[config.mk]
export PLATFORM = sky130hd
export DESIGN_NAME = imhtq_ctrl
export DESIGN_NICKNAME = d
export VERILOG_FILES = /design/src/rtl/imhtq_pkg.sv /design/src/rtl/imhtq_ctrl.sv
export SDC_FILE = /design/constraint.sdc
export NUM_CORES = 1
export LEC_CHECK = 0
export BUFFER_PORTS_ARGS = -buffer_cell sky130_fd_sc_hd__buf_4
export CORE_MARGIN = 1.5
export CORE_UTILIZATION = 45
export DETAILED_ROUTE_END_ITERATION = 10
export GPL_ROUTABILITY_DRIVEN = 0
export MAX_ROUTING_LAYER = met4
export PLACE_DENSITY = 0.76
export RECOVER_POWER = 25
export REMOVE_ABC_BUFFERS = 1
export SLEW_MARGIN = 10
export SYNTH_ARGS = -nofsm -noshare
export SYNTH_HDL_FRONTEND = slang
export SYNTH_SLANG_ARGS = --single-unit
export TNS_END_PERCENT = 20
[constraint.sdc]
create_clock -name clk_i -period 1.8 [get_ports clk_i]
set_input_delay 0.09 -clock clk_i [delete_from_list [all_inputs] [get_ports clk_i]]
set_output_delay 0.09 -clock clk_i [all_outputs]
set_load 0.02 [all_outputs]
[src/rtl/imhtq_pkg.sv]
// ----------------------------------------------------------------------------
// imhtq_pkg: shared types and constants for the timer heap queue
// Holds operation and status codes, the controller state type and the
// command / status structs that join the controller and the datapath.
// ----------------------------------------------------------------------------
package imhtq_pkg;

  localparam int unsigned NumTimersDefault = 256;
  localparam int unsigned TimeBitsDefault  = 64;
  localparam int unsigned IdW              = 8;
  localparam int unsigned FieldTimeW       = 64;
  localparam int unsigned CountW           = 9;
  localparam int unsigned StatusW          = 3;

  typedef enum logic [1:0] {
    OP_INSERT = 2'd0,
    OP_REMOVE = 2'd1,
    OP_REKEY  = 2'd2,
    OP_CHECK  = 2'd3
  } op_e;

  typedef enum logic [2:0] {
    ST_OK      = 3'd0,
    ST_EMPTY   = 3'd1,
    ST_FULL    = 3'd2,
    ST_ABSENT  = 3'd3,
    ST_PRESENT = 3'd4
  } status_e;

  typedef enum logic [3:0] {
    S_IDLE,     // waiting for a beat
    S_LOOKUP,   // read position / valid of id
    S_DECIDE,   // pick the operation path
    S_REM_LAST, // read id at the last slot
    S_REM_MOVE, // move last entry into the hole
    S_UP_RD,    // read parent key
    S_UP_CMP,   // compare and maybe swap with parent
    S_DN_RD,    // read children keys
    S_DN_CMP,   // compare and maybe swap with child
    S_INS,      // place new id at the end
    S_HEAD_RD,  // read head slot and time
    S_HEAD_WT,  // head data settles
    S_OUT       // result waits for the sink
  } state_e;

  // controller -> datapath
  typedef struct packed {
    logic latch_in;
    logic lookup;
    logic rem_last_rd;
    logic rem_move;
    logic up_init_pos;
    logic up_rd;
    logic up_step;
    logic dn_rd;
    logic dn_step;
    logic ins;
    logic head_rd;
    logic set_status;
    logic set_result;
    logic clr_moved;
  } cmd_t;

  // datapath -> controller
  typedef struct packed {
    logic [1:0] op;
    logic       full;
    logic       empty;
    logic       present;
    logic       in_range;
    logic       last_is_hole;
    logic       up_at_root;
    logic       up_swap;
    logic       moved;
    logic       dn_no_child;
    logic       dn_swap;
  } stat_t;

endpackage

[src/rtl/imhtq_ctrl.sv]
// ----------------------------------------------------------------------------
// imhtq_ctrl: operation sequencer for the timer heap queue
// Walks lookup, removal, sift up / down, insert and head read; holds the
// result until the sink takes it.
// ----------------------------------------------------------------------------
module imhtq_ctrl
  import imhtq_pkg::*;
(
  input  logic               clk_i,
  input  logic               rst_ni,
  input  logic               in_valid_i,
  output logic               in_ready_o,
  output logic               out_valid_o,
  input  logic               out_ready_i,
  input  stat_t              stat_i,
  output cmd_t               cmd_o,
  output logic [StatusW-1:0] status_o
);

  state_e state_q, state_d;
  logic   rekey_ins_q, rekey_ins_d;
  logic [1:0] cnt_q, cnt_d;
  logic   ins_done_q;

  // state register
  always_ff @(posedge clk_i or negedge rst_ni) begin
    if (!rst_ni) begin
      state_q     <= S_IDLE;
      rekey_ins_q <= 1'b0;
      cnt_q       <= '0;
    end else begin
      state_q     <= state_d;
      rekey_ins_q <= rekey_ins_d;
      cnt_q       <= cnt_d;
    end
  end

  // next state and commands
  always_comb begin
    state_d     = state_q;
    rekey_ins_d = rekey_ins_q;
    cnt_d       = cnt_q;
    cmd_o       = '0;
    status_o    = ST_OK;
    in_ready_o  = 1'b0;
    out_valid_o = 1'b0;
    case (state_q)
      S_IDLE: begin
        in_ready_o = 1'b1;
        if (in_valid_i) begin
          cmd_o.latch_in = 1'b1;
          state_d        = S_LOOKUP;
        end
      end
      S_LOOKUP: begin
        cmd_o.lookup    = 1'b1;
        cmd_o.clr_moved = 1'b1;
        rekey_ins_d     = 1'b0;
        state_d         = S_DECIDE;
      end
      S_DECIDE: begin
        cmd_o.set_status = 1'b1;
        state_d          = S_HEAD_RD;
        case (stat_i.op)
          OP_INSERT: begin
            if (stat_i.full)          status_o = ST_FULL;
            else if (!stat_i.in_range) status_o = ST_ABSENT;
            else if (stat_i.present)  status_o = ST_PRESENT;
            else                      state_d  = S_INS;
          end
          OP_REMOVE, OP_REKEY: begin
            if (stat_i.empty)         status_o = ST_EMPTY;
            else if (!stat_i.present) status_o = ST_ABSENT;
            else begin
              state_d     = S_REM_LAST;
              rekey_ins_d = (stat_i.op == OP_REKEY);
            end
          end
          default: begin
            if (stat_i.empty) status_o = ST_EMPTY;
          end
        endcase
      end
      S_REM_LAST: begin
        cmd_o.rem_last_rd = 1'b1;
        // hole is the last slot: nothing moves
        if (stat_i.last_is_hole) state_d = rekey_ins_q ? S_INS : S_HEAD_RD;
        else                     state_d = S_REM_MOVE;
      end
      S_REM_MOVE: begin
        cmd_o.rem_move = 1'b1;
        cnt_d          = '0;
        state_d        = S_UP_RD;
      end
      S_INS: begin
        cmd_o.ins       = 1'b1;
        cmd_o.clr_moved = 1'b1;
        rekey_ins_d     = 1'b0;
        cnt_d           = '0;
        state_d         = S_UP_RD;
      end
      S_UP_RD: begin
        if (stat_i.up_at_root) begin
          state_d = S_UP_CMP;
        end else begin
          cmd_o.up_rd = 1'b1;
          cnt_d       = cnt_q + 2'd1;
          if (cnt_q == 2'd1) state_d = S_UP_CMP;
        end
      end
      S_UP_CMP: begin
        cnt_d = '0;
        if (!stat_i.up_at_root && stat_i.up_swap) begin
          cmd_o.up_step = 1'b1;
          state_d       = S_UP_RD;
        end else if (!ins_done_q && !stat_i.moved) begin
          // removal sift that did not rise continues downward
          state_d = S_DN_RD;
        end else begin
          // after a removal sift ends, rekey continues with insert
          state_d = rekey_ins_q ? S_INS : S_HEAD_RD;
        end
      end
      S_DN_RD: begin
        if (stat_i.dn_no_child) begin
          state_d = rekey_ins_q ? S_INS : S_HEAD_RD;
        end else begin
          cmd_o.dn_rd = 1'b1;
          cnt_d       = cnt_q + 2'd1;
          if (cnt_q == 2'd3) state_d = S_DN_CMP;
        end
      end
      S_DN_CMP: begin
        cnt_d = '0;
        if (stat_i.dn_swap) begin
          cmd_o.dn_step = 1'b1;
          state_d       = S_DN_RD;
        end else begin
          state_d = rekey_ins_q ? S_INS : S_HEAD_RD;
        end
      end
      S_HEAD_RD: begin
        cmd_o.head_rd = 1'b1;
        state_d       = S_HEAD_WT;
      end
      S_HEAD_WT: begin
        cnt_d = cnt_q + 2'd1;
        if (cnt_q == 2'd1) begin
          cmd_o.set_result = 1'b1;
          cnt_d            = '0;
          state_d          = S_OUT;
        end
      end
      S_OUT: begin
        out_valid_o = 1'b1;
        if (out_ready_i) state_d = S_IDLE;
      end
      default: state_d = S_IDLE;
    endcase
  end

  // insert phase tracking: an insert sift never continues downward
  always_ff @(posedge clk_i or negedge rst_ni) begin
    if (!rst_ni)                          ins_done_q <= 1'b0;
    else if (cmd_o.latch_in)              ins_done_q <= 1'b0;
    else if (cmd_o.ins)                   ins_done_q <= 1'b1;
  end

  // a result is offered only from its own state
  assert property (@(posedge clk_i) disable iff (!rst_ni)
    out_valid_o |-> state_q == S_OUT)
    else $error("result offered outside output state");
  // no new beat while work is in progress
  assert property (@(posedge clk_i) disable iff (!rst_ni)
    in_ready_o |-> !out_valid_o)
    else $error("input and output open together");
  // insert and removal never issue in the same cycle
  assert property (@(posedge clk_i) disable iff (!rst_ni)
    !(cmd_o.ins && cmd_o.rem_last_rd))
    else $error("insert and remove collide");

endmodule

==> Word-level counts from Yosys, hierarchy flattened <==
Index checks and enable logic that the tools add are counted.
{ "word_totals": {"ram_bits": 0, "inputBits": 16, "latchBits": 0, "word_cells": 106, "reg_bits": 8, "rom_bits": 0, "mem_count": 0, "output_inout_bits": 19} }
{ "op_classes": {"order_cmp": 0, "n_mul": 0, "eq_ne": 26, "addsub": 1, "bitwise": 0, "mux": 58, "n_div": 0, "n_reduce_logical": 17, "shift": 0} }
{ "op_table": {"columns": ["op", "count"], "rows": [
  ["4-bit two-way mux", 13],
  ["4-bit one-hot mux with 12 select lines", 1],
  ["1-bit two-way mux", 27],
  ["4-bit equality test, second input constant", 5],
  ["2-bit two-way mux", 9],
  ["4-bit by 3-bit equality test with 1-bit output, second input constant", 4],
  ["2-bit inequality test, second input constant", 7],
  ["3-bit two-way mux", 4],
  ["4-bit by 2-bit equality test with 1-bit output, second input constant", 2],
  ["2-bit one-hot mux with 4 select lines", 1],
  ["4-bit one-hot mux with 2 select lines", 1],
  ["3-bit inequality test, second input constant", 2],
  ["3-bit one-hot mux with 2 select lines", 1],
  ["2-bit OR reduction", 3],
  ["5-bit AND reduction", 1],
  ["2-bit by 1-bit equality test with 1-bit output, second input constant", 2],
  ["2-bit equality test, second input constant", 2],
  ["4-bit by 1-bit equality test with 1-bit output, second input constant", 1],
  ["4-bit logical NOT", 1],
  ["4-bit AND reduction", 1],
  ["2-bit nonzero test", 2],
  ["4-bit nonzero test", 1],
  ["4-bit OR reduction", 1],
  ["1-bit logical NOT", 3],
  ["other kinds (6)", 7]
]} }

==> Longest topological paths before layout <==
{ "logic_depth": {"depth_word": 5, "mapped_depth": 7, "depth_no_buf": 7} }

==> Worst setup path before layout <==
No wires, ideal clock.
{ "synth_timing": {"kind": "register to register", "start": "register state_q[1]", "end": "register state_q[1]", "setup_ns": 0.125, "required_time_ns": 1.675, "synth_period_minus_slack_ns": 2.094, "stages_incl_launch_ff": 6, "arrival_ns": 1.969, "setup_slack_ns": -0.294, "cell_sequence": "dfrtp_1 clkbuf_1 nand2_1 nor3_1 a221o_1 mux2_2"} }
{ "synth_via": {"elab_chain_len": 3, "elab_cells_between_ends": 21, "cone_classes": "17 x eq/ne; 1 x mux; 3 x reduce/logical"} }
{ "synth_lines": {"columns": ["element", "line_no", "text"], "rows": [
  ["from (decl)", "imhtq_ctrl.sv:20", "state_e state_q, state_d;"],
  ["from (signal assigned)", "imhtq_ctrl.sv:32", "state_q <= state_d;"],
  ["4-bit equality test (tied with other cells)", "imhtq_ctrl.sv:47", "case (state_q)"],
  ["2-bit OR reduction (no source line) (tied with other cells)", null, null],
  ["4-bit one-hot mux with 12 select lines / 5-bit AND reduction (equally long branches)", null, null]
]} }
Parallel ways exist; a longest one is shown, timed or not.
A chain may end at the register's enable or synchronous reset.

==> Worst setup path in the final report <==
{ "layout_timing": {"start": "register state_q[3]", "end": "output status_o[0]"} }
{ "layout_via": {"elab_chain_len": 2} }
{ "layout_lines": {"columns": ["element", "line_no", "text"], "rows": [
  ["4-bit by 2-bit equality test with 1-bit output", "imhtq_ctrl.sv:47", null],
  ["3-bit two-way mux", "imhtq_ctrl.sv:47", null],
  ["to (decl)", "imhtq_ctrl.sv:17", "output logic [StatusW-1:0] status_o"]
]} }
Every way passes these cells.

==> results.cfg <==
[die]
die_w_um = 50.84
io-pin-count = 35
die-area_um2 = 2584
chipHeight_um = 50.84
rows = 17
initial_core_util_pct = 47.00
core_area_um2 = 2191

[routing]
wl_per_cell_um = 14.99
finalWirelength_mm = 3.237
drc = 0
drt-initial-drc-count = 32
ant_nets = 0
num_vias = 1237
viasPerCell = 5.727
dr.pass1.iters = 4

[global_routing]
grt.total_usage_pct = 28.17
grt_max_degree = 20
gr-total-overflow = 0
first_global_vias = 1188
grt_pass1_wl_mm = 5.361
grt_antenna_before_repair = 0

[timing]
drv_slew = 0
fin_skew_ps = 3.486
setup_viol = 2
fin_hold_ws_ps = 132.5
rsz0062_at_grt = true
layout_min_cycle_time_ps = 1816
fmax_mhz = 550.6
hold_viol = 0
fin_crit_sh_pct = 100.9
fin_ws_ps = -16.31

[yosys]
synth.area.mux_share_pct = 4.131
synthesis.area_um2 = 1030
synthesis.instances = 144
ys_types = 42
synth_top_family_by_area = simple AND/OR/NAND/NOR gates
synth-xor-area-share_pct = 0
synth_seq_cells = 8
ys_warn_count = 0
synth_async_sr_flop_share_pct = 100.0
synth_top_area_share_pct = 19.44
synth_ff_type = dfrtp_1
synth_seq_area_share_pct = 19.44
synth_compound_area_share_pct = 27.34
synth_edf_count = 0
synthTopCellsByArea = dfrtp_1 19%, nand2b_1 7.9%, nor2_1 7.7%
synthAdderAreaFrac_pct = 7.290
postSynthAreaPerCell_um2 = 7.151
yosysTopAreaCell = dfrtp_1
synthSimpleGateAreaFrac_pct = 32.93

[pwr]
p_leak_nw = 0.6838
ir_drop_uv = 874.8
power.density_nw_per_um2 = 1521
finalPower_w = 0.002273

[worst_setup_path]
worstPathRequired_ps = 1710
crit_fanout = 4
critPathKind = reg -> out
startpoint_type = flop
worstPathArrival_ps = 1730
cp-end-kind = output port

[finish]
nets = 212
regArea_um2 = 200.2
syn_to_final_growth_pct = 45.08
stdcell_area_um2 = 1494
drive_gt1_share_pct = 36.70
fillers = 181
post-route-util_pct = 68.19
multi_input_area_um2 = 790.8
diodes = 0

[clock_network]
cts-root-buf = clkbuf_4
cts_sinks = 8
clk_pin_slew_ps = 60
worstSkewPairLatency_ps = 250
h-tree-depth = 1
cts_tree = built
cts-buffers-inserted = 3
clk_path_buf_depth = 2

[run_status]
violations = negative setup slack
status = finished with violations

[place]
dp_slack_ps = -57.37
post_dp_cell_area_um2 = 1386
place_hpwl_mm = 2.388
io_buffers = 33

[run]
maxCapViolCount = 0

[hold_path]
hp-class = in -> reg
## layout make-up
type	instances	share of cell area, %
clock buffer	3	1.508
inverter	9	2.261
tap	28	2.345
multi-input combinational	115	52.93
sequential	8	13.40
timing repair buffer	53	27.55
## power by group
| group | total, W | switching [W] | internal, W | leakage, nW |
|---|---|---|---|---|
| sequential | 0.000369 | 0.0000969 | 0.000272 | 0.0995 |
| clock | 0.000137 | 0.0000607 | 0.0000763 | 0.0138 |
| combinational | 0.00177 | 0.000938 | 0.000829 | 0.571 |
## placed cells by master, fill, tap and decap left out, types with 2 or more instances in the layout
| cell type | n |
|---|---|
| o21ai_0 | 5 |
| a221o_1 | 2 |
| buf_6 | 4 |
| dfrtp_1 | 8 |
| a221oi_1 | 2 |
| clkbuf_4 | 3 |
| nand3b_1 | 3 |
| or4b_4 | 2 |
| o32ai_1 | 2 |
| a211oi_1 | 2 |
| mux2_2 | 2 |
| buf_4 | 47 |
| nor3_1 | 4 |
| nand2_1 | 6 |
| o22ai_1 | 5 |
| mux2i_1 | 2 |
| a21oi_1 | 6 |
| o21a_1 | 2 |
| a21o_1 | 2 |
| ha_1 | 6 |
| nor3_4 | 2 |
| nand2b_1 | 13 |
| o21ai_1 | 3 |
| or2_2 | 2 |
| nor2_1 | 20 |
| o211ai_1 | 3 |
| inv_1 | 9 |
## through the flow
step | setup TNS (ps) | std cells
3_5_place_dp | -129.6 | 210
2_1_floorplan | -1183 | 132
4_1_cts | -26.48 | 216
3_3_place_gp | 0 | 210
5_1_grt | -305.2 | 216
6_report | -21.07 | 216
## logic make-up (layout without fill, tap and decap cells)
kind of cell,Yosys count,after routing
simple gates,63,63
compound gates,41,41
buf+inv,21,65
flops,8,8
fa+ha+maj,6,6
mux,4,4
other cells,1,1
## layer usage
metal | wire, um | up-vias | global-route usage (%)
li1 | - | 607 | -
met1 | 1388 | 577 | 35.24
met2 | 1622 | 45 | 46.71
met3 | 156 | 8 | 2.339
met4 | 70 | 0 | 12.61
met5 | 0 | - | -
## cells in the mapped netlist (3+ instances only)
cell type / n
o211ai_1: 3
a211oi_1: 3
ha_1: 6
dfrtp_1: 8
inv_1: 9
nand2_1: 6
o22ai_1: 5
a21oi_1: 7
nor3_1: 7
nand2b_1: 13
buf_2: 4
nand3b_1: 3
clkbuf_1: 6
o21ai_0: 7
nor2_1: 21
## worst max-delay path, stage by stage (launching register included)
cell	delay, ps
dfrtp_1	410
or4b_4	570
buf_6	160
a211oi_2	170
buf_4	180
## path summary, 6_finish.rpt
kind / cells past startpoint / endpoint / start / slack [ps]
setup / recovery: 4 / status_o[0] / state_q[3] / -20
hold / removal: 3 / ins_done_q / in_valid_i / 130
setup reg to reg: 5 / state_q[3] / state_q[3] / 0
hold reg to reg: 1 / cnt_q[0] / cnt_q[0] / 570
max in group asynchronous: 2 / state_q[3] / rst_ni / 1180
min in group asynchronous: 2 / ins_done_q / rst_ni / 300
## flip-flops by register name (all words and copies together), names as in the netlist
signal and count:
state_q 4, cnt_q 2, ins_done_q 1, rekey_ins_q 1
## what timing repair did
action	in CTS	in global routing
hold buffers	1	0
resized for setup	7	11
pin swaps	2	2
endpoints found under the hold margin	8	0
cloned	0	0
endpoints found under the setup margin	7	9
setup buffers	2	0
No activity file was read; power rests on OpenSTA's default activity.
